## config.mk

```make
export PLATFORM = sky130hd
export DESIGN_NAME = ordered_value_list
export DESIGN_NICKNAME = d
export VERILOG_FILES = /design/src/ovl_pkg.sv /design/src/ovl_ram.sv /design/src/ordered_value_list.sv
export SDC_FILE = /design/constraint.sdc
export NUM_CORES = 1
export LEC_CHECK = 0
export BUFFER_PORTS_ARGS = -buffer_cell sky130_fd_sc_hd__buf_2
export CORE_ASPECT_RATIO = 2
export CORE_MARGIN = 8
export CORE_UTILIZATION = 55
export CTS_BUF_LIST = sky130_fd_sc_hd__clkbuf_4 sky130_fd_sc_hd__clkbuf_8
export DETAILED_ROUTE_END_ITERATION = 12
export PLACE_DENSITY_LB_ADDON = 0.3
export SKIP_LAST_GASP = 1
export SYNTH_ARGS = -nofsm -noshare
export SYNTH_HDL_FRONTEND = slang
export SYNTH_SLANG_ARGS = --single-unit
```

## constraint.sdc

```tcl
create_clock -name clk -period 14.15 [get_ports clk]
set_input_delay 1.415 -clock clk [delete_from_list [all_inputs] [get_ports clk]]
set_output_delay 1.415 -clock clk [all_outputs]
set_load 0.05 [all_outputs]
```

## src/ovl_pkg.sv

```systemverilog
// Shared types and constants for the ordered value list.
// Opcode and status codes, field widths and the sign extension helper.
// No dependencies.
package ovl_pkg;

  localparam int VALUE_W = 32;
  localparam int COUNT_W = 5;
  localparam int TOTAL_W = 36;

  typedef enum logic [1:0] {
    OP_APPEND = 2'd0,
    OP_INSERT = 2'd1,
    OP_DELETE = 2'd2,
    OP_SUM    = 2'd3
  } opcode_t;

  typedef enum logic [1:0] {
    ST_DONE    = 2'd0,
    ST_FULL    = 2'd1,
    ST_MISSING = 2'd2
  } status_t;

  // sign-extend one stored value to the running total width
  function automatic logic [TOTAL_W-1:0] sext_total(input logic [VALUE_W-1:0] v);
    sext_total = {{(TOTAL_W-VALUE_W){v[VALUE_W-1]}}, v};
  endfunction

endpackage

```

## src/ovl_ram.sv

```systemverilog
// Generic simple dual-port RAM: one write port, one registered read port.
// No dependencies.
module ovl_ram #(
  parameter int WIDTH = 32,
  parameter int DEPTH = 16
) (
  input  logic                     clk,
  input  logic                     we,
  input  logic [$clog2(DEPTH)-1:0] waddr,
  input  logic [WIDTH-1:0]         wdata,
  input  logic                     re,
  input  logic [$clog2(DEPTH)-1:0] raddr,
  output logic [WIDTH-1:0]         rdata
);

  logic [WIDTH-1:0] mem [DEPTH];

  // write port
  always_ff @(posedge clk) begin
    if (we) begin
      mem[waddr] <= wdata;
    end
  end

  // registered read
  always_ff @(posedge clk) begin
    if (re) begin
      rdata <= mem[raddr];
    end
  end

endmodule

```

## src/ordered_value_list.sv

```systemverilog
// Ordered value list: append, ordered insert, delete first match, sum query.
// Append and sum need no scan; insert and delete scan the entry RAM one read
// per cycle when the list is not empty (for insert, also not full). One
// request at a time; the result register frees the output.
// Synchronous active-low reset clears the entry count, the total, the FSM and out_valid.
// Depends on ovl_pkg and ovl_ram.
module ordered_value_list
  import ovl_pkg::*;
#(
  parameter int CAPACITY = 16
) (
  input  logic                      clk,
  input  logic                      rst_n,
  input  logic                      in_valid,
  output logic                      in_stall,
  input  logic [1:0]                in_opcode,
  input  logic signed [VALUE_W-1:0] in_operand_value,
  output logic                      out_valid,
  input  logic                      out_stall,
  output logic [1:0]                out_status,
  output logic [COUNT_W-1:0]        out_entry_count,
  output logic signed [TOTAL_W-1:0] out_list_total
);

  localparam int AW = $clog2(CAPACITY);
  localparam int IW = $clog2(CAPACITY + 1);

  typedef enum logic [3:0] {
    S_IDLE   = 4'b0001,
    S_SCAN   = 4'b0010,
    S_FINISH = 4'b0100,
    S_EMIT   = 4'b1000
  } state_t;

  state_t                state_r, state_nxt;
  opcode_t               op_r, op_nxt;
  logic [VALUE_W-1:0]    val_r, val_nxt;
  logic [VALUE_W-1:0]    carry_r, carry_nxt;
  logic                  hit_r, hit_nxt;
  logic [IW-1:0]         cnt_r, cnt_nxt;
  logic [TOTAL_W-1:0]    sum_r, sum_nxt;
  logic [IW-1:0]         rd_idx_r, rd_idx_nxt;
  logic                  data_vld_r, data_vld_nxt;
  logic [AW-1:0]         data_idx_r, data_idx_nxt;
  status_t               status_r, status_nxt;
  logic                  out_valid_r, out_valid_nxt;
  logic [1:0]            out_status_r, out_status_nxt;
  logic [COUNT_W-1:0]    out_count_r, out_count_nxt;
  logic [TOTAL_W-1:0]    out_total_r, out_total_nxt;

  logic                  ram_we;
  logic [AW-1:0]         ram_waddr;
  logic [VALUE_W-1:0]    ram_wdata;
  logic                  ram_re;
  logic [AW-1:0]         ram_raddr;
  logic [VALUE_W-1:0]    ram_rdata;
  logic                  list_full;

  ovl_ram #(
    .WIDTH(VALUE_W),
    .DEPTH(CAPACITY)
  ) u_entries (
    .clk  (clk),
    .we   (ram_we),
    .waddr(ram_waddr),
    .wdata(ram_wdata),
    .re   (ram_re),
    .raddr(ram_raddr),
    .rdata(ram_rdata)
  );

  assign list_full = (cnt_r == IW'(CAPACITY));
  assign in_stall  = (state_r != S_IDLE);

  // Sequencer. Writes during a scan always trail the reads, so a read never
  // meets an entry already rewritten by the same request.
  always_comb begin
    state_nxt      = state_r;
    op_nxt         = op_r;
    val_nxt        = val_r;
    carry_nxt      = carry_r;
    hit_nxt        = hit_r;
    cnt_nxt        = cnt_r;
    sum_nxt        = sum_r;
    rd_idx_nxt     = rd_idx_r;
    data_vld_nxt   = data_vld_r;
    data_idx_nxt   = data_idx_r;
    status_nxt     = status_r;
    out_valid_nxt  = out_valid_r && out_stall;
    out_status_nxt = out_status_r;
    out_count_nxt  = out_count_r;
    out_total_nxt  = out_total_r;
    ram_we         = 1'b0;
    ram_waddr      = '0;
    ram_wdata      = '0;
    ram_re         = 1'b0;
    ram_raddr      = rd_idx_r[AW-1:0];

    case (state_r)
      S_IDLE: begin
        if (in_valid) begin
          op_nxt       = opcode_t'(in_opcode);
          val_nxt      = in_operand_value;
          carry_nxt    = in_operand_value;
          hit_nxt      = 1'b0;
          rd_idx_nxt   = '0;
          data_vld_nxt = 1'b0;
          status_nxt   = ST_DONE;
          state_nxt    = S_EMIT;
          case (opcode_t'(in_opcode))
            OP_APPEND, OP_INSERT: begin
              if (list_full) begin
                status_nxt = ST_FULL;
              end else if (opcode_t'(in_opcode) == OP_APPEND || cnt_r == '0) begin
                // tail write needs no scan
                ram_we    = 1'b1;
                ram_waddr = cnt_r[AW-1:0];
                ram_wdata = in_operand_value;
                cnt_nxt   = cnt_r + IW'(1);
                sum_nxt   = sum_r + sext_total(in_operand_value);
              end else begin
                state_nxt = S_SCAN;
              end
            end
            OP_DELETE: begin
              if (cnt_r == '0) begin
                status_nxt = ST_MISSING;
              end else begin
                state_nxt = S_SCAN;
              end
            end
            default: begin
            end
          endcase
        end
      end

      S_SCAN: begin
        // read issue: one entry per cycle up to the count
        if (rd_idx_r < cnt_r) begin
          ram_re       = 1'b1;
          rd_idx_nxt   = rd_idx_r + IW'(1);
          data_vld_nxt = 1'b1;
          data_idx_nxt = rd_idx_r[AW-1:0];
        end else begin
          data_vld_nxt = 1'b0;
        end
        // process the entry read last cycle
        if (data_vld_r) begin
          if (op_r == OP_INSERT) begin
            // from the first entry not less than the value, ripple a carry
            if (hit_r || ($signed(ram_rdata) >= $signed(val_r))) begin
              ram_we    = 1'b1;
              ram_waddr = data_idx_r;
              ram_wdata = carry_r;
              carry_nxt = ram_rdata;
              hit_nxt   = 1'b1;
            end
          end else begin
            // after the match, move each entry down one slot
            if (hit_r) begin
              ram_we    = 1'b1;
              ram_waddr = data_idx_r - AW'(1);
              ram_wdata = ram_rdata;
            end else if (ram_rdata == val_r) begin
              hit_nxt = 1'b1;
            end
          end
          if (IW'(data_idx_r) == cnt_r - IW'(1)) begin
            data_vld_nxt = 1'b0;
            state_nxt    = S_FINISH;
          end
        end
      end

      S_FINISH: begin
        if (op_r == OP_INSERT) begin
          // carry lands in the new tail slot
          ram_we    = 1'b1;
          ram_waddr = cnt_r[AW-1:0];
          ram_wdata = carry_r;
          cnt_nxt   = cnt_r + IW'(1);
          sum_nxt   = sum_r + sext_total(val_r);
        end else if (hit_r) begin
          cnt_nxt = cnt_r - IW'(1);
          sum_nxt = sum_r - sext_total(val_r);
        end else begin
          status_nxt = ST_MISSING;
        end
        state_nxt = S_EMIT;
      end

      S_EMIT: begin
        if (!out_valid_r || !out_stall) begin
          out_valid_nxt  = 1'b1;
          out_status_nxt = status_r;
          out_count_nxt  = COUNT_W'(cnt_r);
          out_total_nxt  = sum_r;
          state_nxt      = S_IDLE;
        end
      end

      default: begin
        state_nxt = S_IDLE;
      end
    endcase
  end

  // control state
  always_ff @(posedge clk) begin
    if (!rst_n) begin
      state_r     <= S_IDLE;
      cnt_r       <= '0;
      sum_r       <= '0;
      hit_r       <= 1'b0;
      data_vld_r  <= 1'b0;
      out_valid_r <= 1'b0;
    end else begin
      state_r     <= state_nxt;
      cnt_r       <= cnt_nxt;
      sum_r       <= sum_nxt;
      hit_r       <= hit_nxt;
      data_vld_r  <= data_vld_nxt;
      out_valid_r <= out_valid_nxt;
    end
  end

  // request and result payload
  always_ff @(posedge clk) begin
    op_r         <= op_nxt;
    val_r        <= val_nxt;
    carry_r      <= carry_nxt;
    rd_idx_r     <= rd_idx_nxt;
    data_idx_r   <= data_idx_nxt;
    status_r     <= status_nxt;
    out_status_r <= out_status_nxt;
    out_count_r  <= out_count_nxt;
    out_total_r  <= out_total_nxt;
  end

  assign out_valid       = out_valid_r;
  assign out_status      = out_status_r;
  assign out_entry_count = out_count_r;
  assign out_list_total  = out_total_r;

  // an accepted request always leaves idle
  a_accept_busy: assert property (@(posedge clk) disable iff (!rst_n)
    (in_valid && !in_stall) |=> (state_r != S_IDLE))
    else $error("accepted request did not leave idle");

  // the count stays within the list capacity
  a_count_range: assert property (@(posedge clk) disable iff (!rst_n)
    cnt_r <= IW'(CAPACITY))
    else $error("entry count above capacity");

  // no entry write while the result waits to be loaded
  a_no_write_emit: assert property (@(posedge clk) disable iff (!rst_n)
    ram_we |-> (state_r != S_EMIT))
    else $error("RAM write in emit state");

  // read data in flight only during a scan
  a_data_in_scan: assert property (@(posedge clk) disable iff (!rst_n)
    data_vld_r |-> (state_r == S_SCAN))
    else $error("read data pending outside scan");

  // the count moves by at most one per cycle
  a_count_step: assert property (@(posedge clk) disable iff (!rst_n)
    (cnt_r != $past(cnt_r)) |-> (cnt_r == $past(cnt_r) + IW'(1) ||
                                 cnt_r == $past(cnt_r) - IW'(1)))
    else $error("entry count jumped");

endmodule
```

[Yosys cells after proc, flatten, opt, wreduce, memory -nomap -nowiden]
Memory sizes are Yosys's and may differ from the RTL's. A register that Yosys moved wholly into a read port is not among the register bits.
Cells that the tools add are included.
Word-level totals
  flip-flop bits (word level): 168
  memory bits (writable): 512
  bits of input ports: 38
  output and inout bits: 45
  logic and storage cells: 155
  memories kept: 1
Cells by class
  $add $sub $neg: 7
  order comparisons: 2
  equal/unequal tests: 25
  muxes and demuxes: 84
  reduce and logical (&&, ||, !) cells: 21
Memory list
  u_entries.mem: words 16, bits a word 32, rd ports 1, clocked after Yosys merged registers in 1, write ports 1, line ovl_ram.sv:16  | logic [WIDTH-1:0] mem [DEPTH];
Operator list (number)
  32-bit 2-to-1 mux: 13
  36-bit 2-to-1 mux: 6
  32-bit case mux with 3 select lines: 1
  36-bit adder: 2
  36-bit case mux with 2 select lines: 1
  4-bit 2-to-1 mux: 16
  32-bit case mux with 2 select lines: 1
  5-bit 2-to-1 mux: 8
  36-bit subtractor: 1
  32-bit == test: 1
  32-bit >= comparator: 1
  1-bit 2-to-1 mux: 24
  2-bit != test, second input constant: 11
  5-bit case mux with 2 select lines: 2
  4-bit case mux with 4 select lines: 1
  4-bit case mux with 3 select lines: 1
  4-bit AND reduction: 3
  5-bit by 1-bit adder with 5-bit output, second input constant: 2
  2-bit 2-to-1 mux: 4
  2-bit case mux with 2 select lines: 2
  4-bit case mux with 2 select lines: 1
  2-bit AND reduction: 4
  3-bit != test, second input constant: 2
  6-bit AND reduction: 1
  24 further kinds: 30

[Longest topological paths before layout]
Gate-level depths: netlist (run 1).
  depth in word-level cells: 9
  mapped depth: 19
  gate-level depth less buffers: 19

[Hierarchy]
A second synthesis (run 1) with hierarchy kept.
Unflattened totals
  cell total of the unflattened synthesis: 1982
  area, all modules: 30715.7 um^2
Modules (own cells, without submodules)
  ovl_ram: times used 1, cells each 838, area an instance 20155.6 um^2, seq. area each 16335.7 um^2
  ordered_value_list: times used 1, cells each 1144, area an instance 10560.1 um^2, seq. area each 4564.4 um^2

[Worst setup path before layout (run 1)]
Ideal clock, no wire load.
  kind: register to register
  start point: reg val_r[29]
  end point: mem u_entries.mem[9][0], enable pin
  data arrival time: 4748 ps
  data required time: 13689 ps
  slack: 8941 ps
  stages on the path, launching flop included: 12
  path buffers: 0
  period minus slack after synthesis: 5209 ps
  path through: edfxtp_1 -> inv_1 -> ha_1 -> a21o_1 -> a21o_1 -> a21o_1 -> a2111oi_0 -> a31oi_1 -> mux2_2 -> nor2b_1 -> a41oi_1 -> nor3_1
On the way
  longest elaborated chain between the ends: 8
RTL lines
  start, declared: line ordered_value_list.sv:37  | logic [VALUE_W-1:0] val_r, val_nxt;
  start signal, assigned: line ordered_value_list.sv:231  | val_r <= val_nxt;
  32-bit >= comparator (*): line ordered_value_list.sv:152  | if (hit_r || ($signed(ram_rdata) >= $signed(val_r))) begin
  1-bit logical OR (*): line ordered_value_list.sv:152
  1-bit 2-to-1 mux: line ordered_value_list.sv:152
  1-bit 2-to-1 mux: line ordered_value_list.sv:150  | if (op_r == OP_INSERT) begin
  1-bit 2-to-1 mux: line ordered_value_list.sv:149  | if (data_vld_r) begin
  1-bit case mux with 3 select lines: line ordered_value_list.sv:99  | case (state_r)
  1-bit 2-to-1 mux: line ovl_ram.sv:20  | if (we) begin
  1-bit 2-to-1 mux (not written as such): line ovl_ram.sv:21  | mem[waddr] <= wdata;
  end, declared: line ovl_ram.sv:16
Mark *: on every way between the ends. The rest lies on a longest branch, timed or not.

[Final worst setup path (run 1)]
  start point: reg val_r[9]
  end point: reg sum_r[30]
On the way
  longest elaborated chain between the ends: 4
RTL lines
  36-bit subtractor: line ordered_value_list.sv:186  | sum_nxt = sum_r - sext_total(val_r);
  36-bit 2-to-1 mux: line ordered_value_list.sv:184  | end else if (hit_r) begin
  36-bit 2-to-1 mux (*): line ordered_value_list.sv:177  | if (op_r == OP_INSERT) begin
  36-bit case mux with 2 select lines (*): line ordered_value_list.sv:99
  end signal, assigned: line ordered_value_list.sv:221  | sum_r <= sum_nxt;
  end, declared: line ordered_value_list.sv:41  | logic [TOTAL_W-1:0] sum_r, sum_nxt;
Mark *: on every way between the ends. The rest lies on a longest branch, timed or not. The select of a mux whose other input is x is not followed.
A chain may end at the register's enable or synchronous reset.

==> results of run 1 <==
==> power breakdown <==
part           internal [W]  switching (W)
Clock              0.000855       0.000748
Combinational      0.000280       0.000421
Sequential          0.00243      0.0000465
Total               0.00356        0.00122
==> flip-flops by register name (all words and copies together), names as in the netlist <==
name / cells
hit_r: 1
u_entries.mem: 512
out_status: 2
u_entries.rdata: 32
data_vld_r: 1
carry_r: 32
rd_idx_r: 5
sum_r: 36
val_r: 32
cnt_r: 5
op_r: 2
out_list_total: 36
status_r: 2
data_idx_r: 4
out_valid: 1
state_r: 4
out_entry_count: 5
==> kinds of logic (layout without fill, tap and decap cells) <==
family                     count (synthesis)  after routing
buffers and inverters                    139            341
DFF                                      712            712
muxes                                    165            165
xor gates and xnor gates                  64             64
and+or+nand+nor                          406            406
adders and majority gates                 77             77
other                                      0              2
AOI/OAI and AO/OA                        310            310
==> metal layers <==
metal	routed length, µm	vias up	GRT usage (%)
li1	-	7694	-
met1	25600	8898	25.7
met2	37500	688	40.1
met3	4490	194	3.49
met4	4030	0	13.4
met5	0	-	0
==> worst paths after layout <==
kind / start / end / cells after the start
setup / recovery: val_r[9] / sum_r[30] / 16
hold / removal: status_r[1] / out_status[1] / 0
setup reg to reg: val_r[9] / sum_r[30] / 16
hold reg to reg: status_r[1] / out_status[1] / 0
==> cells in the mapped netlist, types with 18 or more instances <==
library cell,n
ha_1,76
nor2_1,68
edfxtp_1,664
a21oi_1,68
buf_1,19
nand4_1,19
nand3_1,38
a31oi_1,18
a21o_1,63
nor3_1,19
xnor2_1,50
nand2_1,192
clkbuf_1,67
o21ai_0,66
a22o_1,31
mux4_2,160
inv_1,51
dfxtp_1,48
==> final cells by class <==
class | instances | area [µm²]
Antenna cell | 2 | 5.00
Multi-Input combinational cell | 1022 | 9370
Clock inverter | 42 | 410
Tap cell | 744 | 931
Inverter | 51 | 191
Fill cell | 3998 | 21200
Clock buffer | 128 | 1570
Timing Repair Buffer | 120 | 696
Sequential cell | 712 | 20900
==> stage by stage <==
stage          utilization (%)  cell area [µm²]  hold WS, ns  setup slack (ns)
3_3_place_gp              58.1            32100        0.414              8.03
6_report                  61.7            34100        0.441              7.73
4_1_cts                   61.6            34100        0.434              7.89
5_1_grt                   61.6            34100        0.442              7.41
2_1_floorplan                -            30600        0.400              8.94
3_5_place_dp              58.1            32100        0.417              7.96
==> summary.txt, run 1 <==
Clock tree
  • CTS tree: built
  • Clk_lat worst skew: 0.70 ns
  • Post-CTS sizing: 0
  • Hold buffers post-CTS: 0
  • Postcts setup bufs: 0
  • Htree depth: 3
  • Num Clock Sinks: 712
  • Clock-pin slew on the worst setup and hold paths: 0.07 ns
  • Clk buf depth: 3
  • Num CTS Buffers: 92
  • Clock root buffer: clkbuf_8

STA
  • Final Hold Vio Count: 0
  • Relative slew margins: 9.43%
  • Final worst-path cycle share: 45.4%
  • Post-route minimum period: 6.42 ns
  • Endpoints failing setup: 0
  • Setup_tns: 0 ns
  • Clock skew: 0.0387 ns
  • Measured slew at the worst slew-check pin: 1.35 ns
  • RSZ-0062 raised after global routing: false
  • FMAX: 0.156 GHz
  • Slew Viols, Final: 0

Cells and area
  • Ratio of cells with drive above 1 in the final layout: 22.9%
  • Post-Layout Cell Count: 2821
  • Layout area overhead: 11.3%
  • Most frequent cells in the layout: 664 x edfxtp_1, 192 x nand2_1, 160 x mux4_2
  • Commonest non-fill, non-tap cell in the layout: edfxtp_1
  • Layout Nets: 2114

Synthesis
  • Top cell type by total area after synthesis: edfxtp_1
  • Netlist cell types: 74
  • Main synth FF type: edfxtp_1
  • Post-synthesis simple-gate area fraction: 6.25%
  • Synth top area share: 65.1%
  • Synth Area in Adders: 3.17%
  • Largest family of logic cells by synthesized area: multiplexers
  • Ys Warns: 0
  • Synth Register Bits: 712
  • Top cells by area, synth: edfxtp_1 65%, mux4_2 12%, dfxtp_1 3.1%
  • Syn Std Cell Area: 0.0306 mm²
  • Post-synthesis sequential area ratio: 68.3%
  • Mux share of post-synthesis cell area: 11.9%
  • Mean area per synthesized cell: 16.3 µm²
  • Async SR Flop Fraction: 0%
  • XOR/XNOR Fraction of Synth Area: 1.83%
  • Number of synthesized flops with an enable pin: 664
  • Syn nets: 1988
  • Mapped Cells: 1873
  • Area fraction in compound gates after synthesis: 6.84%

Worst setup path
  • Critical path buffers and inverters: 0
  • Worst EP required: 14.76 ns
  • Slowest cell on crit path: nor3_1
  • CP delay by family, top: simple AND/OR/NAND/NOR gates
  • Reg2reg setup slack: 7.73 ns
  • Critical path cell sequence: or4_1 > nor4_2 > nand4_1 > o41ai_1 > xnor2_1 > o21ai_0 > ha_1 > nand4_1 > nor2_1 > nand3_1 > nor3_1 > o31ai_1 > a21oi_1 > nand3_1 > a2111oi_0 > a311o_1
  • Crit path arrival time: 7.04 ns
  • Worst-path fanout max: 7
  • Worst setup EP type: register
  • Max incr delay on CP: 0.82 ns
  • Startpoint types: register
  • Critical path type: reg -> reg

Status
  • Status: finished, final reports clean

Detailed routing
  • Via Count: 17.5k
  • Initial DRC count: 1380
  • Drc violations: 0
  • Vias/cell: 6.19
  • First-pass iteration count of the detailed router: 5
  • Final WL: 71.5 mm
  • Routed WL per cell: 25.4 µm
  • Antenna Nets Post-Route: 0

Pwr
  • Leakage: 12.2 nW
  • Cell Pwr Density: 140 mW/mm²
  • Worst VDD drop: 0.0000776 V
  • Pwr Total: 0.00478 W

Run
  • Max-cap viol count: 0

Place
  • Dpl cells: 2649
  • Dpl hpwl: 45.2 mm
  • Port-buffer cells: 82
  • GP Congestion: 0.967

Floorplan
  • Die Y: 350 µm
  • Starting Density: 55.4%
  • Ports: 83
  • Core area: 0.0553 mm²
  • Row count: 122
  • Die Area: 0.0639 mm²
  • Die Wd: 183 µm

GRT
  • Total gr overflow: 0
  • Gr usage total: 22.7%
  • Largest net degree at the start of global routing: 69
  • First-pass GRT wire length: 108 mm
  • Initial antenna violation count: 2
  • Vias in the first global route: 18.3k

Worst hold path
  • HP Class: reg -> reg
No activity file was read; power rests on OpenSTA's default activity.
==> inputs of run 2 (changes only) <==
--- a/config.mk
+++ b/config.mk
@@ -5,6 +5,7 @@
 export SDC_FILE = /design/constraint.sdc
 export NUM_CORES = 1
 export LEC_CHECK = 0
+export ABC_AREA = 1
 export BUFFER_PORTS_ARGS = -buffer_cell sky130_fd_sc_hd__buf_2
 export CORE_ASPECT_RATIO = 2
 export CORE_MARGIN = 8
==> constraint.sdc (replaced) <==
create_clock -name clk -period 6.19 [get_ports clk]
set_input_delay 0.619 -clock clk [delete_from_list [all_inputs] [get_ports clk]]
set_output_delay 0.619 -clock clk [all_outputs]
set_load 0.05 [all_outputs]
==> summary.txt, run 2 <==
Status
  • Status: finished, final reports clean (unchanged)

STA
  • Slew Viols, Final: 0 (unchanged)
  • Clock skew: 0.0417 ns (was 0.0387 ns)
  • Hold WS: 0.137 ns (was 0.441 ns)
  • Measured slew at the worst slew-check pin: 1.37 ns (was 1.35 ns)
  • Final Hold Vio Count: 0 (unchanged)
  • Setup_tns: 0 ns (unchanged)
  • Relative slew margins: 8.48% (was 9.43%)
  • Final WS setup: 1.20 ns (was 7.73 ns)
  • Endpoints failing setup: 0 (unchanged)
  • Final worst-path cycle share: 80.6% (was 45.4%)
  • FMAX: 0.200 GHz (was 0.156 GHz)
  • Post-route minimum period: 4.99 ns (was 6.42 ns)
  • RSZ-0062 raised after global routing: false (unchanged)

Pwr
  • Flop pwr share: 44.6% (was 51.8%)
  • Clock power frac: 26.0% (was 33.6%)
  • Power Internal: 0.00898 W (was 0.00356 W)
  • Switching power share of the total: 35.4% (was 25.4%)
  • Cell Pwr Density: 391 mW/mm² (was 140 mW/mm²)
  • Logic pwr share: 29.3% (was 14.7%)
  • Leakage: 13.2 nW (was 12.2 nW)
  • Sw Pwr: 0.00493 W (was 0.00122 W)
  • Worst VDD drop: 0.000230 V (was 0.0000776 V)

Detailed routing
  • First-pass iteration count of the detailed router: 5 (unchanged)
  • Routed WL per cell: 22.7 µm (was 25.4 µm)
  • Final WL: 87.5 mm (was 71.5 mm)
  • Antenna Nets Post-Route: 0 (unchanged)
  • Via Count: 23.3k (was 17.5k)
  • Initial DRC count: 1983 (was 1380)
  • Vias/cell: 6.03 (was 6.19)
  • Drc violations: 0 (unchanged)

Synthesis
  • Syn nets: 3044 (was 1988)
  • Synth top area share: 61.7% (was 65.1%)
  • Post-synthesis sequential area ratio: 64.7% (was 68.3%)
  • Number of synthesized flops with an enable pin: 664 (unchanged)
  • Mapped Cells: 2929 (was 1873)
  • Syn Std Cell Area: 0.0323 mm² (was 0.0306 mm²)
  • Count leader, synth: edfxtp_1 (unchanged)
  • Main synth FF type: edfxtp_1 (unchanged)
  • Synth top cells by count: 664 x edfxtp_1, 503 x nor2_1, 392 x nand2_1 (was 664 x edfxtp_1, 192 x nand2_1, 160 x mux4_2)
  • Mean area per synthesized cell: 11.0 µm² (was 16.3 µm²)
  • Netlist cell types: 50 (was 74)
  • Synth Register Bits: 712 (unchanged)
  • Top cell type by total area after synthesis: edfxtp_1 (unchanged)
  • Top cells by area, synth: edfxtp_1 62%, nor2_1 5.8%, nand2_1 4.6% (was edfxtp_1 65%, mux4_2 12%, dfxtp_1 3.1%)
  • Ys Warns: 0 (unchanged)
  • Async SR Flop Fraction: 0% (unchanged)

Floorplan
  • Die Wd: 187 µm (was 183 µm)
  • Die Area: 0.0673 mm² (was 0.0639 mm²)
  • Core area: 0.0582 mm² (was 0.0553 mm²)
  • Row count: 125 (was 122)
  • Die Y: 359 µm (was 350 µm)
  • Starting Density: 55.6% (was 55.4%)
  • Ports: 83 (unchanged)

GRT
  • Vias in the first global route: 23.5k (was 18.3k)
  • First-pass GRT wire length: 133 mm (was 108 mm)
  • Total gr overflow: 0 (unchanged)
  • Initial antenna violation count: 3 (was 2)
  • Largest net degree at the start of global routing: 230 (was 69)
  • Gr usage total: 25.4% (was 22.7%)

Cells and area
  • Most frequent cells in the layout: 664 x edfxtp_1, 484 x nor2_1, 392 x nand2_1 (was 664 x edfxtp_1, 192 x nand2_1, 160 x mux4_2)
  • Commonest non-fill, non-tap cell in the layout: edfxtp_1 (unchanged)
  • Largest register FFs: 512 (unchanged)
  • Ratio of cells with drive above 1 in the final layout: 10.7% (was 22.9%)
  • Layout Nets: 3126 (was 2114)
  • Layout area overhead: 10.2% (was 11.3%)
  • Top reg by flops: u_entries.mem (unchanged)

Place
  • Dpl hpwl: 58.6 mm (was 45.2 mm)
  • Port-buffer cells: 82 (unchanged)
  • GP Congestion: 1.01 (was 0.967)
  • Pre-CTS WS: 1.32 ns (was 7.96 ns)

Worst setup path
  • Critical path buffers and inverters: 1 (was 0)
  • Critical path type: reg -> reg (unchanged)
  • Worst-path fanout max: 5 (was 7)
  • CP delay by family, top: simple AND/OR/NAND/NOR gates (unchanged)
  • Worst EP required: 6.75 ns (was 14.76 ns)
  • Crit path arrival time: 5.55 ns (was 7.04 ns)
  • Worst setup EP type: register (unchanged)
  • Max incr delay on CP: 0.43 ns (was 0.82 ns)
  • Startpoint types: register (unchanged)
  • Most frequent CP cell: nand2_1
  • Slowest cell on crit path: edfxtp_1 (was nor3_1)

Clock tree
  • Num CTS Buffers: 94 (was 92)
  • Clock-pin slew on the worst setup and hold paths: 0.07 ns (about the same)
  • Postcts setup bufs: 0 (unchanged)
  • CTS tree: built (unchanged)
  • Num Clock Sinks: 712 (unchanged)
  • Clk_lat worst skew: 0.70 ns (about the same)
  • Clk buf depth: 3 (unchanged)
  • Hold buffers post-CTS: 0 (unchanged)
  • Htree depth: 3 (unchanged)
  • Post-CTS sizing: 0 (unchanged)
  • Clock root buffer: clkbuf_8 (unchanged)

Worst hold path
  • HP Class: in -> reg (was reg -> reg)

Run
  • Max-cap viol count: 0 (unchanged)
==> run 2: cell count changes after synthesis, sizes merged, moves of 48 or more <==
| cell | before | now |
|---|---|---|
| a21o | 63 | 3 |
| inv | 51 | 215 |
| mux2i | 4 | 52 |
| mux4 | 160 | 0 |
| nand2 | 192 | 393 |
| nand3 | 39 | 131 |
| nor2 | 68 | 509 |
| o21ai | 67 | 271 |
| o221ai | 0 | 56 |
| o32ai | 0 | 77 |
==> run 2: per-layer routing <==
metal	wire (µm)	vias up	global-route usage [%]
li1	-	10600	-
met1	30200	11400	26.2
met2	46100	960	45.9
met3	4720	304	3.69
met4	6560	0	18.8
met5	0	-	0
==> run 2: logic make-up (layout without fill, tap and decap cells) <==
group,count (synthesis),after routing,synth area share (%)
and+or+nand+nor,1080,1080,13.6
DFF,712,712,64.7
AOI/OAI and AO/OA,592,592,11.4
buffers and inverters,361,522,4.31
adders and majority gates,77,77,3.00
xor gates and xnor gates,55,55,1.49
muxes,52,52,1.61
other,0,2,0
==> run 2: final cells by class <==
type	instances	area [µm²]
fill	4582	22600
clock inverter	58	429
multi-input combinational	1856	10200
clock buffer	117	1500
antenna	2	5.00
tap	762	953
timing repair buffer	129	788
inverter	218	827
sequential	712	20900
==> run 2: metrics by stage <==
| step | power, W | cell area [µm²] | utilization [%] | instances |
|---|---|---|---|---|
| detailed placement | 0.0103 | 33600 | 57.8 | 3671 |
| floorplan | 0.00907 | 32300 | - | 2929 |
| CTS | 0.0139 | 35600 | 61.1 | 3846 |
| global route | 0.0146 | 35600 | 61.2 | 3853 |
| finish | 0.0139 | 35600 | 61.2 | 3854 |
| global placement | 0.0102 | 33600 | 57.8 | 3671 |
==> run 2: worst paths after layout <==
check	start	endpoint	slack, ns	cells after the start
max	val_r[0]	sum_r[35]	1.20	26
min	in_operand_value[0]	val_r[0]	0.14	1
max reg2reg	val_r[0]	sum_r[35]	1.20	26
min reg2reg	status_r[0]	out_status[0]	0.44	0
==> run 2: power by group through the flow <==
| stage | combinational, W | clock (W) | sequential, W |
|---|---|---|---|
| global placement | 0.00393 | 0 | 0.00629 |
| finish | 0.00408 | 0.00362 | 0.00621 |
| global route | 0.00448 | 0.00385 | 0.00624 |
| floorplan | 0.00280 | 0 | 0.00627 |
| CTS | 0.00404 | 0.00366 | 0.00621 |
| detailed placement | 0.00403 | 0 | 0.00631 |
